`src/hw/rtl/fcbc_pkg.sv`:
```
// ----------------------------------------------------------------------------
// fcbc_pkg: shared types, constants and s-box tables
// Block and key widths, round count, the four byte s-boxes and the round mix.
// ----------------------------------------------------------------------------
`default_nettype none
package fcbc_pkg;

   localparam int BLOCK_W   = 64;
   localparam int HALF_W    = 32;
   localparam int KEY_W     = 64;
   localparam int KBITS_W   = 56;
   localparam int ROT_AMT   = 11;
   localparam int ROUNDS    = 16;
   localparam int RIDX_W    = 4;

   localparam logic ACT_ENCRYPT = 1'b0;
   localparam logic ACT_DECRYPT = 1'b1;

   typedef logic [HALF_W-1:0] half_type;
   typedef logic [7:0]        sbyte_type;

   // payload travelling with each pipeline stage
   typedef struct packed {
      logic     action;
      half_type left;
      half_type right;
      logic     last;
   } stage_type;

   localparam sbyte_type TAB_A [256] = '{
      8'hEA,8'h7F,8'hB2,8'h64,8'h9D,8'hB0,8'hD9,8'h11,8'hCD,8'h86,8'h86,8'h91,8'h0A,8'hB2,8'h93,8'h06,
      8'h0E,8'h06,8'hD2,8'h65,8'h73,8'hC5,8'h28,8'h60,8'hF2,8'h20,8'hB5,8'h38,8'h7E,8'hDA,8'h9F,8'hE3,
      8'hD2,8'hCF,8'hC4,8'h3C,8'h61,8'hFF,8'h4A,8'h4A,8'h35,8'hAC,8'hAA,8'h5F,8'h2B,8'hBB,8'hBC,8'h53,
      8'h4E,8'h9D,8'h78,8'hA3,8'hDC,8'h09,8'h32,8'h10,8'hC6,8'h6F,8'h66,8'hD6,8'hAB,8'hA9,8'hAF,8'hFD,
      8'h3B,8'h95,8'hE8,8'h34,8'h9A,8'h81,8'h72,8'h80,8'h9C,8'hF3,8'hEC,8'hDA,8'h9F,8'h26,8'h76,8'h15,
      8'h3E,8'h55,8'h4D,8'hDE,8'h84,8'hEE,8'hAD,8'hC7,8'hF1,8'h6B,8'h3D,8'hD3,8'h04,8'h49,8'hAA,8'h24,
      8'h0B,8'h8A,8'h83,8'hBA,8'hFA,8'h85,8'hA0,8'hA8,8'hB1,8'hD4,8'h01,8'hD8,8'h70,8'h64,8'hF0,8'h51,
      8'hD2,8'hC3,8'hA7,8'h75,8'h8C,8'hA5,8'h64,8'hEF,8'h10,8'h4E,8'hB7,8'hC6,8'h61,8'h03,8'hEB,8'h44,
      8'h3D,8'hE5,8'hB3,8'h5B,8'hAE,8'hD5,8'hAD,8'h1D,8'hFA,8'h5A,8'h1E,8'h33,8'hAB,8'h93,8'hA2,8'hB7,
      8'hE7,8'hA8,8'h45,8'hA4,8'hCD,8'h29,8'h63,8'h44,8'hB6,8'h69,8'h7E,8'h2E,8'h62,8'h03,8'hC8,8'hE0,
      8'h17,8'hBB,8'hC7,8'hF3,8'h3F,8'h36,8'hBA,8'h71,8'h8E,8'h97,8'h65,8'h60,8'h69,8'hB6,8'hF6,8'hE6,
      8'h6E,8'hE0,8'h81,8'h59,8'hE8,8'hAF,8'hDD,8'h95,8'h22,8'h99,8'hFD,8'h63,8'h19,8'h74,8'h61,8'hB1,
      8'hB6,8'h5B,8'hAE,8'h54,8'hB3,8'h70,8'hFF,8'hC6,8'h3B,8'h3E,8'hC1,8'hD7,8'hE1,8'h0E,8'h76,8'hE5,
      8'h36,8'h4F,8'h59,8'hC7,8'h08,8'h6E,8'h82,8'hA6,8'h93,8'hC4,8'hAA,8'h26,8'h49,8'hE0,8'h21,8'h64,
      8'h07,8'h9F,8'h64,8'h81,8'h9C,8'hBF,8'hF9,8'hD1,8'h43,8'hF8,8'hB6,8'hB9,8'hF1,8'h24,8'h75,8'h03,
      8'hE4,8'hB0,8'h99,8'h46,8'h3D,8'hF5,8'hD1,8'h39,8'h72,8'h12,8'hF6,8'hBA,8'h0C,8'h0D,8'h42,8'h2E
   };

   localparam sbyte_type TAB_B [256] = '{
      8'h77,8'h14,8'hA6,8'hFE,8'hB2,8'h5E,8'h8C,8'h3E,8'h67,8'h6C,8'hA1,8'h0D,8'hC2,8'hA2,8'hC1,8'h85,
      8'h6C,8'h7B,8'h67,8'hC6,8'h23,8'hE3,8'hF2,8'h89,8'h50,8'h9C,8'h03,8'hB7,8'h73,8'hE6,8'hE1,8'h39,
      8'h31,8'h2C,8'h27,8'h9F,8'hA5,8'h69,8'h44,8'hD6,8'h23,8'h83,8'h98,8'h7D,8'h3C,8'hB4,8'h2D,8'h99,
      8'h1C,8'h1F,8'h8C,8'h20,8'h03,8'h7C,8'h5F,8'hAD,8'hF4,8'hFA,8'h95,8'hCA,8'h76,8'h44,8'hCD,8'hB6,
      8'hB8,8'hA1,8'hA1,8'hBE,8'h9E,8'h54,8'h8F,8'h0B,8'h16,8'h74,8'h31,8'h8A,8'h23,8'h17,8'h04,8'hFA,
      8'h79,8'h84,8'hB1,8'hF5,8'h13,8'hAB,8'hB5,8'h2E,8'hAA,8'h0C,8'h60,8'h6B,8'h5B,8'hC4,8'h4B,8'hBC,
      8'hE2,8'hAF,8'h45,8'h73,8'hFA,8'hC9,8'h49,8'hCD,8'h00,8'h92,8'h7D,8'h97,8'h7A,8'h18,8'h60,8'h3D,
      8'hCF,8'h5B,8'hDE,8'hC6,8'hE2,8'hE6,8'hBB,8'h8B,8'h06,8'hDA,8'h08,8'h15,8'h1B,8'h88,8'h6A,8'h17,
      8'h89,8'hD0,8'hA9,8'hC1,8'hC9,8'h70,8'h6B,8'hE5,8'h43,8'hF4,8'h68,8'hC8,8'hD3,8'h84,8'h28,8'h0A,
      8'h52,8'h66,8'hA3,8'hCA,8'hF2,8'hE3,8'h7F,8'h7A,8'h31,8'hF7,8'h88,8'h94,8'h5E,8'h9C,8'h63,8'hD5,
      8'h24,8'h66,8'hFC,8'hB3,8'h57,8'h25,8'hBE,8'h89,8'h44,8'hC4,8'hE0,8'h8F,8'h23,8'h3C,8'h12,8'h52,
      8'hF5,8'h1E,8'hF4,8'hCB,8'h18,8'h33,8'h1F,8'hF8,8'h69,8'h10,8'h9D,8'hD3,8'hF7,8'h28,8'hF8,8'h30,
      8'h05,8'h5E,8'h32,8'hC0,8'hD5,8'h19,8'hBD,8'h45,8'h8B,8'h5B,8'hFD,8'hBC,8'hE2,8'h5C,8'hA9,8'h96,
      8'hEF,8'h70,8'hCF,8'hC2,8'h2A,8'hB3,8'h61,8'hAD,8'h80,8'h48,8'h81,8'hB7,8'h1D,8'h43,8'hD9,8'hD7,
      8'h45,8'hF0,8'hD8,8'h8A,8'h59,8'h7C,8'h57,8'hC1,8'h79,8'hC7,8'h34,8'hD6,8'h43,8'hDF,8'hE4,8'h78,
      8'h16,8'h06,8'hDA,8'h92,8'h76,8'h51,8'hE1,8'hD4,8'h70,8'h03,8'hE0,8'h2F,8'h96,8'h91,8'h82,8'h80
   };

   localparam sbyte_type TAB_C [256] = '{
      8'hF0,8'h37,8'h24,8'h53,8'h2A,8'h03,8'h83,8'h86,8'hD1,8'hEC,8'h50,8'hF0,8'h42,8'h78,8'h2F,8'h6D,
      8'hBF,8'h80,8'h87,8'h27,8'h95,8'hE2,8'hC5,8'h5D,8'hF9,8'h6F,8'hDB,8'hB4,8'h65,8'h6E,8'hE7,8'h24,
      8'hC8,8'h1A,8'hBB,8'h49,8'hB5,8'h0A,8'h7D,8'hB9,8'hE8,8'hDC,8'hB7,8'hD9,8'h45,8'h20,8'h1B,8'hCE,
      8'h59,8'h9D,8'h6B,8'hBD,8'h0E,8'h8F,8'hA3,8'hA9,8'hBC,8'h74,8'hA6,8'hF6,8'h7F,8'h5F,8'hB1,8'h68,
      8'h84,8'hBC,8'hA9,8'hFD,8'h55,8'h50,8'hE9,8'hB6,8'h13,8'h5E,8'h07,8'hB8,8'h95,8'h02,8'hC0,8'hD0,
      8'h6A,8'h1A,8'h85,8'hBD,8'hB6,8'hFD,8'hFE,8'h17,8'h3F,8'h09,8'hA3,8'h8D,8'hFB,8'hED,8'hDA,8'h1D,
      8'h6D,8'h1C,8'h6C,8'h01,8'h5A,8'hE5,8'h71,8'h3E,8'h8B,8'h6B,8'hBE,8'h29,8'hEB,8'h12,8'h19,8'h34,
      8'hCD,8'hB3,8'hBD,8'h35,8'hEA,8'h4B,8'hD5,8'hAE,8'h2A,8'h79,8'h5A,8'hA5,8'h32,8'h12,8'h7B,8'hDC,
      8'h2C,8'hD0,8'h22,8'h4B,8'hB1,8'h85,8'h59,8'h80,8'hC0,8'h30,8'h9F,8'h73,8'hD3,8'h14,8'h48,8'h40,
      8'h07,8'h2D,8'h8F,8'h80,8'h0F,8'hCE,8'h0B,8'h5E,8'hB7,8'h5E,8'hAC,8'h24,8'h94,8'h4A,8'h18,8'h15,
      8'h05,8'hE8,8'h02,8'h77,8'hA9,8'hC7,8'h40,8'h45,8'h89,8'hD1,8'hEA,8'hDE,8'h0C,8'h79,8'h2A,8'h99,
      8'h6C,8'h3E,8'h95,8'hDD,8'h8C,8'h7D,8'hAD,8'h6F,8'hDC,8'hFF,8'hFD,8'h62,8'h47,8'hB3,8'h21,8'h8A,
      8'hEC,8'h8E,8'h19,8'h18,8'hB4,8'h6E,8'h3D,8'hFD,8'h74,8'h54,8'h1E,8'h04,8'h85,8'hD8,8'hBC,8'h1F,
      8'h56,8'hE7,8'h3A,8'h56,8'h67,8'hD6,8'hC8,8'hA5,8'hF3,8'h8E,8'hDE,8'hAE,8'h37,8'h49,8'hB7,8'hFA,
      8'hC8,8'hF4,8'h1F,8'hE0,8'h2A,8'h9B,8'h15,8'hD1,8'h34,8'h0E,8'hB5,8'hE0,8'h44,8'h78,8'h84,8'h59,
      8'h56,8'h68,8'h77,8'hA5,8'h14,8'h06,8'hF5,8'h2F,8'h8C,8'h8A,8'h73,8'h80,8'h76,8'hB4,8'h10,8'h86
   };

   localparam sbyte_type TAB_D [256] = '{
      8'hA9,8'h2A,8'h48,8'h51,8'h84,8'h7E,8'h49,8'hE2,8'hB5,8'hB7,8'h42,8'h33,8'h7D,8'h5D,8'hA6,8'h12,
      8'h44,8'h48,8'h6D,8'h28,8'hAA,8'h20,8'h6D,8'h57,8'hD6,8'h6B,8'h5D,8'h72,8'hF0,8'h92,8'h5A,8'h1B,
      8'h53,8'h80,8'h24,8'h70,8'h9A,8'hCC,8'hA7,8'h66,8'hA1,8'h01,8'hA5,8'h41,8'h97,8'h41,8'h31,8'h82,
      8'hF1,8'h14,8'hCF,8'h53,8'h0D,8'hA0,8'h10,8'hCC,8'h2A,8'h7D,8'hD2,8'hBF,8'h4B,8'h1A,8'hDB,8'h16,
      8'h47,8'hF6,8'h51,8'h36,8'hED,8'hF3,8'hB9,8'h1A,8'hA7,8'hDF,8'h29,8'h43,8'h01,8'h54,8'h70,8'hA4,
      8'hBF,8'hD4,8'h0B,8'h53,8'h44,8'h60,8'h9E,8'h23,8'hA1,8'h18,8'h68,8'h4F,8'hF0,8'h2F,8'h82,8'hC2,
      8'h2A,8'h41,8'hB2,8'h42,8'h0C,8'hED,8'h0C,8'h1D,8'h13,8'h3A,8'h3C,8'h6E,8'h35,8'hDC,8'h60,8'h65,
      8'h85,8'hE9,8'h64,8'h02,8'h9A,8'h3F,8'h9F,8'h87,8'h96,8'hDF,8'hBE,8'hF2,8'hCB,8'hE5,8'h6C,8'hD4,
      8'h5A,8'h83,8'hBF,8'h92,8'h1B,8'h94,8'h00,8'h42,8'hCF,8'h4B,8'h00,8'h75,8'hBA,8'h8F,8'h76,8'h5F,
      8'h5D,8'h3A,8'h4D,8'h09,8'h12,8'h08,8'h38,8'h95,8'h17,8'hE4,8'h01,8'h1D,8'h4C,8'hA9,8'hCC,8'h85,
      8'h82,8'h4C,8'h9D,8'h2F,8'h3B,8'h66,8'hA1,8'h34,8'h10,8'hCD,8'h59,8'h89,8'hA5,8'h31,8'hCF,8'h05,
      8'hC8,8'h84,8'hFA,8'hC7,8'hBA,8'h4E,8'h8B,8'h1A,8'h19,8'hF1,8'hA1,8'h3B,8'h18,8'h12,8'h17,8'hB0,
      8'h98,8'h8D,8'h0B,8'h23,8'hC3,8'h3A,8'h2D,8'h20,8'hDF,8'h13,8'hA0,8'hA8,8'h4C,8'h0D,8'h6C,8'h2F,
      8'h47,8'h13,8'h13,8'h52,8'h1F,8'h2D,8'hF5,8'h79,8'h3D,8'hA2,8'h54,8'hBD,8'h69,8'hC8,8'h6B,8'hF3,
      8'h05,8'h28,8'hF1,8'h16,8'h46,8'h40,8'hB0,8'h11,8'hD3,8'hB7,8'h95,8'h49,8'hCF,8'hC3,8'h1D,8'h8F,
      8'hD8,8'hE1,8'h73,8'hDB,8'hAD,8'hC8,8'hC9,8'hA9,8'hA1,8'hC2,8'hC5,8'hE3,8'hBA,8'hFC,8'h0E,8'h25
   };

   // round function: four byte lookups, placed and rotated, xored together
   function automatic half_type mix(input half_type half, input half_type sk);
      half_type  t;
      sbyte_type a, b, c, d;
      t = half ^ sk;
      a = TAB_A[t[31:24]];
      b = TAB_B[t[23:16]];
      c = TAB_C[t[15:8]];
      d = TAB_D[t[7:0]];
      return {21'd0, a, 3'd0} ^ {b[4:0], 24'd0, b[7:5]} ^ {13'd0, c, 11'd0}
             ^ {5'd0, d, 19'd0};
   endfunction

endpackage
`default_nettype wire

```
`src/hw/rtl/fcbc_key_sched.sv`:
```
// ----------------------------------------------------------------------------
// fcbc_key_sched: key bit packing and registered subkey table
// Drops parity bits and derives the sixteen round subkeys on a key write.
// ----------------------------------------------------------------------------
`default_nettype none
module fcbc_key_sched (
   input  wire logic                                           clock,
   input  wire logic                                           reset,
   input  wire logic                                           wr_en,
   input  wire logic [fcbc_pkg::KEY_W-1:0]                     wr_key,
   output      fcbc_pkg::half_type [fcbc_pkg::ROUNDS-1:0]      subkeys
);
   import fcbc_pkg::*;

   logic [KBITS_W-1:0] kbits;
   half_type [ROUNDS-1:0] sk_ff, sk_in;

   // pack seven key bits from each byte, first byte on top
   always_comb begin
      for (int i = 0; i < 8; i++) begin
         kbits[KBITS_W-1-7*i -: 7] = wr_key[KEY_W-1-8*i -: 7];
      end
   end

   // subkey n is the low word after n rotations by eleven
   always_comb begin
      for (int n = 0; n < ROUNDS; n++) begin
         sk_in[n] = 32'({kbits, kbits} >> ((n * ROT_AMT) % KBITS_W));
      end
   end

   always_ff @(posedge clock) begin
      if (reset) begin
         sk_ff <= '0;
      end else if (wr_en) begin
         sk_ff <= sk_in;
      end
   end

   assign subkeys = sk_ff;
endmodule
`default_nettype wire

```
`config.mk`:
```
export PLATFORM = sky130hd
export DESIGN_NAME = fcbc_key_sched
export DESIGN_NICKNAME = d
export VERILOG_FILES = /design/src/hw/rtl/fcbc_pkg.sv /design/src/hw/rtl/fcbc_key_sched.sv
export SDC_FILE = /design/constraint.sdc
export NUM_CORES = 1
export LEC_CHECK = 0
export BUFFER_PORTS_ARGS = -buffer_cell sky130_fd_sc_hd__buf_2
export CORE_AREA = 2 2 223 225
export DETAILED_ROUTE_END_ITERATION = 10
export DIE_AREA = 0 0 225 227
export PLACE_DENSITY_LB_ADDON = 0.05
export SYNTH_ARGS = -nofsm -noshare
export SYNTH_HDL_FRONTEND = slang
export SYNTH_SLANG_ARGS = --single-unit
```
`constraint.sdc`:
```
create_clock -name clock -period 1.7 [get_ports clock]
set_input_delay 0.085 -clock clock [delete_from_list [all_inputs] [get_ports clock]]
set_output_delay 0.085 -clock clock [all_outputs]
set_load 0.01 [all_outputs]
```
==> results of run 1 <==
-- where the power goes --
part	internal, mW	total, mW	switching [mW]
logic	0.656	1.41	0.749
clock network	0.593	1.17	0.581
registers	1.39	1.56	0.171
total	2.64	4.14	1.50
-- cell usage in the layout, fill, tap and decap left out --
| master | netlist | layout |
|---|---|---|
| buf_2 | 1 | 569 |
| mux2i_1 | 56 | 56 |
| nor2_1 | 56 | 56 |
| dfxtp_1 | 56 | 56 |
| dlygate4sd3_1 | 0 | 55 |
| clkbuf_16 | 0 | 5 |
| buf_4 | 457 | 3 |
| clkbuf_1 | 2 | 2 |
| clkbuf_8 | 0 | 1 |
| buf_12 | 4 | 1 |
-- layer usage --
metal / share of wire / up-vias
met2: 0.57 / 268
met3: 0.081 / 7
met5: 0 / -
met4: 0.014 / 0
met1: 0.33 / 1690
li1: - / 1840
-- final cells by class --
type,count,area [sq um]
Tap cell,622,778
Multi-Input combinational cell,112,771
Clock buffer,8,146
Sequential cell,56,1120
Fill cell,5633,42300
Timing Repair Buffer,628,3440
-- worst register-to-register path, cell delays in order (launching register included) --
cell and delay [ns]:
dfxtp_1 0.54, mux2i_1 0.13, nor2_1 0.11
-- repair_timing --
item | CTS | global route
hold endpoints to repair | 55 | 0
hold buffers | 55 | 0
buffers inserted | 0 | 0
-- kinds of logic after synthesis --
family	Yosys count	synth area share
mux	56	0.103
flops	56	0.206
buf+inv	468	0.652
simple gates	56	0.0387
-- stage by stage --
step	total power [mW]	std cells	util	area, sq um	worst slack [ns]
CTS	4.35	1426	0.129	6260	0.481
finish	4.14	1426	0.129	6260	0.547
global placement	2.99	1363	0.115	5560	0.640
floorplan	2.98	636	-	5440	0.937
detailed placement	2.94	1363	0.115	5560	0.630
global route	4.48	1426	0.129	6260	0.439
-- how the worst max path moves through the flow --
stage | start | end | slack (ns) | cells past startpoint
floorplan | subkeys[483] | subkeys[119] | 0.94 | 1
CTS | subkeys[67] | subkeys[389] | 0.48 | 1
finish | subkeys[80] | subkeys[59] | 0.55 | 1
global route | subkeys[67] | subkeys[389] | 0.44 | 1
detailed placement | wr_en | subkeys[494] | 0.63 | 4
global placement | wr_en | subkeys[498] | 0.64 | 4
==> flow_summary_export.csv, run 1 <==
group,metric,value,unit
status,status,"finished clean",
route,final_antenna_net_count,0,
setup_path,max_stage_delay,0.54,ns
finish,diodes,0,
clock_tree,cts_buffers,5,
synth,ys_top_cells_by_area,"buf_4 (63%), dfxtp_1 (21%), mux2i_1 (10%), nor2_1 (3.9%), buf_12 (1.5%)",
placed_design,dpl.hpwl,12100,microns
power_and_ir_drop,power.density,662,nW/um^2
route,dr.first_iter.drc_count,57,
setup_path,rrSetupSlack,0.86,ns
timing,fin_worst_skew,0,ns
die,core_area,48500,sq um
finish,synthToLayoutAreaGrowth,15.1,%
setup_path,slowest_stage,"dfxtp_1",
route,firstDrtPassIters,4,
grt,gr-max-usage-layer,"met2",
synth,ys_async_sr_fraction,0,
timing,finalHoldViolations,0,
timing,max_slew.worst_pin.slew,0.475,ns
clock_tree,clk_pin_slew_worst_paths,0.08,ns
route,viasPerCell,2.67,
timing,relSlewSlack,0.683,
die,start_util,0.112,
route,drt-wirelength-per-cell,10.7,microns
timing,whs,0.0324,ns
synth,yosys_warnings,0,
setup_path,path_buf_inv,1,
finish,nNetsFinal,870,
placed_design,port_buffers,570,
die,rows,81,
synth,synthFlopType,"dfxtp_1",
worst_hold_path,hold_depth,3,
clock_tree,cts_tree,"yes",
clock_tree,htree_levels,2,
grt,met1_usage,0.0471,
finish,drive_gt1_frac,0.720,
worst_hold_path,holdPathEnd,"subkeys[76]",
finish,largest_reg_flops,56,
die,ios,579,
timing,period_needed,1.15,ns
route,routed_wirelength,15200,microns
grt,grt_max_degree,57,
job,cap_violations,0,
synth,synth_seq_area_share,0.206,
die,die_area,51100,sq um
timing,fin_setup_tns,0,ns
synth,syn_area_per_cell,8.55,sq um
grt,use_met3,0.0176,
setup_path,cp_top_family,"flip-flops",
clock_tree,cts_root_buf,"clkbuf_16",
setup_path,arrival,1.07,ns
die,die_x,225,microns
route,via_count,3805,
clock_tree,post_cts_resized,0,
setup_path,crit_path_start_kind,"flop",
setup_path,rr_startpoint,"subkeys[80]",
clock_tree,cts_buffer_depth,2,
worst_hold_path,min_path_type,"in -> reg",
synth,ys_seq_elements,56,
power_and_ir_drop,ir_worst_vdd,0.358,mV
grt,antenna_found_initial,0,
synth,yosysMostFrequentCell,"buf_4",
synth,ys_top_cells_by_count,"buf_4 (457), dfxtp_1 (56), mux2i_1 (56), nor2_1 (56), buf_12 (4)",
synth,syn_area,5440,sq um
route,drc,0,
worst_hold_path,hp-start,"wr_key[39]",
grt,grtUsageMet2,0.106,
setup_path,crit_fanout,10,
setup_path,cp.required,1.62,ns
grt,grt_pass1_vias,3117,
timing,fmax,0.867,GHz
setup_path,rr_worst_depth,2,
synth,syn_nets,703,
grt,grt_overflow,0,
grt,grt_first_pass_wirelength,19600,microns
placed_design,place_congestion,0.604,
setup_path,end_kind,"primary output",
synth,yosysTopAreaCell,"buf_4",
timing,rsz0062_at_grt,"no",
timing,finalCritPeriodShare,0.679,
clock_tree,cts.sinks,56,
clock_tree,clock_latency,0.32,ns
timing,slew_violations,0,
die,die_h,227,microns
setup_path,r2r-end,"subkeys[80]",
power_and_ir_drop,p_leak,4.03,nW
grt,track_usage,0.0523,
synth,netlist.area_leader.share,0.631,
timing,setup_viol,0,
setup_path,cp_cell_sequence,"buf_2",
synth,synth_cells,636,
synth,yosysUniqueCellTypes,9,
setup_path,criticalPathCategory,"reg -> out",
synth,synth_edf_count,0,
Power figures use the tool's default switching activity.
==> inputs of run 2 (changes only) <==
CORE_AREA = 2 2 225 227   (was 2 2 223 225)
DIE_AREA = 0 0 227 229   (was 0 0 225 227)
clock period = 1.04 ns   (was 1.7 ns; I/O delays follow)
==> flow_summary_export.csv, run 2 (synthesis results as in run 1) <==
group,metric,value,unit
timing,fin_setup_tns,0,ns
die,die_h,229,microns
finish,diodes,0,
placed_design,place_worst_setup_slack,0.193,ns
route,final_antenna_net_count,0,
worst_hold_path,min_path_type,"in -> reg",
finish,postLayoutCellArea,6520,sq um
timing,finalCritPeriodShare,0.936,
die,ios,579,
power_and_ir_drop,p_leak,4.10,nW
route,via_count,3779,
clock_tree,cts_buffers,5,
finish,final_cell_mix,"buf_2 (569), mux2i_1 (56), nor2_1 (56), dlygate4sd3_1 (56), dfxtp_2 (38)",
clock_tree,cts.sinks,56,
die,rows,82,
placed_design,dpl.hpwl,12600,microns
clock_tree,postCtsSetupRepairBufs,0,
setup_path,cp.depth,1,
setup_path,crit_path_start_kind,"flop",
die,die_x,227,microns
setup_path,crit_fanout,11,
setup_path,rr_worst_depth,2,
setup_path,criticalPathCategory,"reg -> out",
clock_tree,cts_buffer_depth,2,
timing,slew_violations,0,
power_and_ir_drop,power.density,1090,nW/um^2
finish,multi_input_area,771,sq um
route,viasPerCell,2.56,
grt,antenna_found_initial,0,
power_and_ir_drop,combPwrFrac,0.329,
worst_hold_path,hold_depth,3,
power_and_ir_drop,internal_power,4.65,mW
placed_design,placed_cell_area,5660,sq um
finish,final_common_cell,"buf_2",
timing,rsz0062_at_grt,"no",
timing,period_needed,0.974,ns
timing,fin_worst_skew,0,ns
timing,final.setup.worst_slack,0.0665,ns
die,start_util,0.110,
power_and_ir_drop,seqPwrFrac,0.359,
timing,setup_viol,0,
clock_tree,cts_root_buf,"clkbuf_16",
die,die_area,52000,sq um
finish,nNetsFinal,873,
power_and_ir_drop,switchingPower,2.46,mW
timing,relSlewSlack,0.819,
route,drt-wirelength-per-cell,10.6,microns
placed_design,place_congestion,0.648,
power_and_ir_drop,power.share.clock,0.312,
finish,synthToLayoutAreaGrowth,19.9,%
timing,finalHoldViolations,0,
setup_path,arrival,0.92,ns
clock_tree,clk_pin_slew_worst_paths,0.08,ns
grt,grt_pass1_vias,3216,
finish,seqCellArea,1240,sq um
grt,grt_overflow,0,
power_and_ir_drop,ir_worst_vdd,0.587,mV
power_and_ir_drop,swShare,0.346,
grt,track_usage,0.0555,
grt,grt_max_degree,48,
grt,grt_first_pass_wirelength,21100,microns
setup_path,cp.required,0.99,ns
route,routed_wirelength,15600,microns
timing,fmax,1.03,GHz
clock_tree,htree_levels,2,
die,core_area,49700,sq um
route,drc,0,
job,cap_violations,0,
route,firstDrtPassIters,4,
clock_tree,cts_tree,"yes",
route,dr.first_iter.drc_count,46,
placed_design,port_buffers,570,
status,status,"finished clean",
setup_path,slowest_stage,"dfxtp_2",
setup_path,path_buf_inv,1,
clock_tree,clock_latency,0.32,ns
setup_path,cp_top_family,"flip-flops",
finish,drive_gt1_frac,0.792,
setup_path,cp_cell_sequence,"buf_2",
finish,fill_cells,5791,
timing,max_slew.worst_pin.slew,0.272,ns
setup_path,end_kind,"primary output",
setup_path,max_stage_delay,0.43,ns
finish,largest_reg_flops,56,
==> run 2: cell types whose count changed in the layout (fill, tap and decap cells not counted), sizes merged <==
cell and delta:
buf +2, bufinv +1, clkbuf -1, dlygate4sd3 +1
==> run 2: final timing paths <==
| path | startpoint | to | slack [ns] |
|---|---|---|---|
| setup / recovery | subkeys[67] | subkeys[508] | 0.07 |
| hold reg to reg | subkeys[85] | subkeys[85] | 0.56 |
| hold / removal | reset | subkeys[64] | 0.15 |
| setup reg to reg | subkeys[68] | subkeys[68] | 0.35 |
==> run 2: area by class of cell <==
type,count,share of cell area
tap,672,0.129
clock inverter,1,0.00460
clock buffer,7,0.0234
sequential,56,0.190
multi-input combinational,112,0.118
timing repair buffer,631,0.535
==> run 2: metal layers <==
metal	track usage	vias to the layer above	routed length [microns]
li1	-	1844	-
met1	0.0504	1671	5080
met2	0.113	256	9100
met3	0.0105	8	1140
met4	0.0288	0	318
met5	0	-	0
==> run 2: power by group through the flow <==
stage / Combinational [mW] / Clock (mW) / Sequential, mW
detailed placement: 2.21 / 0 / 2.62
floorplan: 2.23 / 0 / 2.64
CTS: 2.40 / 2.49 / 2.60
global placement: 2.30 / 0 / 2.62
global route: 2.53 / 2.51 / 2.62
finish: 2.34 / 2.22 / 2.55
==> run 2: metrics by stage <==
stage | power, mW | hold slack [ns] | utilization | std cells
4_1_cts | 7.49 | 0.139 | 0.130 | 1479
3_3_place_gp | 4.92 | 0.296 | 0.114 | 1415
3_5_place_dp | 4.83 | 0.292 | 0.114 | 1415
5_1_grt | 7.66 | 0.155 | 0.131 | 1479
6_report | 7.12 | 0.145 | 0.131 | 1479
2_1_floorplan | 4.87 | 0.199 | - | 636
==> run 2: timing repair <==
action | in CTS | in global routing
endpoints found under the setup margin | 512 | 99
cloned | 0 | 0
hold endpoints to repair | 56 | 0
resized for setup | 56 | 18
hold buffers | 56 | 0
pin swaps | 0 | 0
==> inputs of run 3 (changes only) <==
ABC_AREA = 1   (was not set)
CORE_AREA = 2 2 227 229   (was 2 2 225 227)
DIE_AREA = 0 0 229 231   (was 0 0 227 229)
RECOVER_POWER = 50   (was not set)
==> flow_summary_export.csv, run 3 <==
group,metric,value,unit
status,status,"finished clean",
synth,yosysTopAreaCell,"buf_4",
timing,fmax,0.988,GHz
grt,grt_pass1_vias,3826,
die,ios,579,
timing,finalHoldViolations,0,
clock_tree,clk_pin_slew_worst_paths,0.08,ns
finish,largest_reg_flops,56,
grt,track_usage,0.0627,
setup_path,arrival,0.96,ns
route,final_antenna_net_count,0,
clock_tree,cts.sinks,56,
power_and_ir_drop,switchingPower,2.86,mW
grt,antenna_found_initial,0,
worst_hold_path,hold_depth,5,
route,firstDrtPassIters,4,
finish,final_common_cell,"buf_2",
setup_path,crit_fanout,5,
placed_design,dp_cells,1600,
setup_path,cp.required,0.99,ns
power_and_ir_drop,p_leak,4.44,nW
power_and_ir_drop,internal_power,4.62,mW
clock_tree,clock_latency,0.32,ns
route,highest_layer,"met4",
job,cap_violations,0,
route,dr.first_iter.drc_count,70,
setup_path,end_kind,"primary output",
die,start_util,0.112,
clock_tree,cts_buffers,5,
timing,slew_violations,0,
synth,syn_area,5690,sq um
finish,fin_cells,1660,
timing,period_needed,1.01,ns
power_and_ir_drop,power.share.clock,0.259,
clock_tree,htree_levels,2,
synth,synth_seq_area_share,0.197,
synth,synth_edf_count,0,
power_and_ir_drop,finalPower,7.48,mW
setup_path,slowest_stage,"dfxtp_4",
power_and_ir_drop,combPwrFrac,0.388,
placed_design,dpl.hpwl,14600,microns
synth,yosysUniqueCellTypes,7,
die,rows,83,
route,wl_met2,9630,microns
synth,ys_top_cells_by_count,"buf_4 (457), nand2_1 (112), nor2_1 (112)",
timing,setup_viol,0,
die,core_area,50700,sq um
synth,ys_seq_elements,56,
setup_path,cp_cell_sequence,"buf_8, buf_6",
placed_design,port_buffers,570,
grt,grt_overflow,0,
timing,rsz0062_at_grt,"yes",
setup_path,criticalPathCategory,"reg -> out",
grt,grt_max_degree,52,
grt,grt_first_pass_wirelength,24800,microns
finish,diodes,0,
clock_tree,cts_root_buf,"clkbuf_16",
synth,netlist.area_leader.share,0.603,
synth,syn_area_per_cell,7.02,sq um
synth,yosysMostFrequentCell,"buf_4",
setup_path,crit_path_start_kind,"flop",
die,die_area,52900,sq um
clock_tree,cts_tree,"yes",
die,die_x,229,microns
timing,final.setup.worst_slack,0.0279,ns
placed_design,place_congestion,0.628,
finish,nNetsFinal,1046,
route,wl_met1,6970,microns
power_and_ir_drop,swShare,0.382,
timing,fin_worst_skew,0,ns
placed_design,place_worst_setup_slack,0.214,ns
finish,synthToLayoutAreaGrowth,23.7,%
synth,ys_top_cells_by_area,"buf_4 (60%), dfxtp_1 (20%), nand2_1 (7.4%), nor2_1 (7.4%), inv_1 (3.8%)",
setup_path,max_stage_delay,0.37,ns
timing,relSlewSlack,0.820,
worst_hold_path,min_path_type,"in -> reg",
route,wl_met3,1380,microns
power_and_ir_drop,seqPwrFrac,0.353,
power_and_ir_drop,power.density,1060,nW/um^2
route,via_count,4535,
finish,final_cell_mix,"buf_2 (543), nand2_1 (112), nor2_1 (111)",
route,viasPerCell,2.73,
synth,yosys_warnings,0,
synth,syn_nets,878,
timing,max_slew.worst_pin.slew,0.269,ns
synth,synth_cells,811,
route,drt-wirelength-per-cell,11.0,microns
route,drc,0,
timing,finalCritPeriodShare,0.973,
route,routed_wirelength,18200,microns
synth,ys_async_sr_fraction,0,
die,die_h,231,microns
clock_tree,cts_buffer_depth,2,
synth,synthFlopType,"dfxtp_1",
finish,drive_gt1_frac,0.663,
power_and_ir_drop,ir_worst_vdd,0.541,mV
setup_path,rr_worst_depth,5,
-- run 3: cell count changes after synthesis --
cell	previous run	this run
clkbuf_1	2	1
buf_2	1	16
nor2_1	56	112
inv_1	0	57
buf_12	4	0
buf_1	3	0
mux2i_1	56	0
nand2_1	0	112
buf_6	1	0
-- run 3: cell families (layout without fill, tap and decap cells) --
group | Yosys count | after routing | share of synthesized area
buf+inv | 531 | 700 | 0.655
simple gates | 224 | 224 | 0.148
flops | 56 | 56 | 0.197
-- run 3: worst paths after layout --
kind / end / slack, ns / from
worst max-delay path: subkeys[438] / 0.03 / subkeys[480]
worst min-delay path: subkeys[91] / 0.03 / wr_key[57]
worst max register to register: subkeys[480] / 0.08 / subkeys[480]
worst min register to register: subkeys[94] / 0.52 / subkeys[94]
-- run 3: cell type report --
class                           count  area [sq um]
Timing Repair Buffer              635          3730
Fill cell                        5980         43600
Sequential cell                    56          1260
Clock buffer                        8           146
Inverter                           57           214
Tap cell                          680           851
Multi-Input combinational cell    224           843
-- run 3: critical path, delay by kind of cell, from the launching register on --
family   cells  cell delay [ns]
buf+inv      2             0.26
flops        1             0.37
-- run 3: power by group through the flow --
| stage | Sequential, mW | Clock [mW] | Combinational (mW) |
|---|---|---|---|
| after floorplan | 2.72 | 0 | 2.61 |
| after global placement | 2.69 | 0 | 2.77 |
| after detailed placement | 2.70 | 0 | 2.67 |
| after CTS | 2.68 | 2.19 | 2.91 |
| after global routing | 2.71 | 2.21 | 3.15 |
| final | 2.64 | 1.94 | 2.90 |
-- run 3: routing by layer --
layer,GRT usage,vias to the layer above
li1,-,2249
met1,0.0649,1989
met2,0.120,292
met3,0.0196,5
met4,0.0189,0
met5,0,-
-- run 3: what timing repair did --
action,in CTS,in global routing
setup endpoints to repair,503,114
cloned,0,1
hold endpoints to repair,49,0
gates resized for setup,91,36
setup buffers,1,1
hold buffers,49,0
pin swaps,0,0
-- run 3: metrics by stage --
stage                     hold slack [ns]  instance area [sq um]  setup TNS [ns]  utilization
final                              0.0273                   7040               0        0.139
after global routing               0.0265                   7040          -0.469        0.139
after CTS                        0.000904                   6900          -0.340        0.136
after detailed placement            0.350                   6030               0        0.119
after global placement              0.353                   6030               0        0.119
after floorplan                     0.240                   5690               0            -
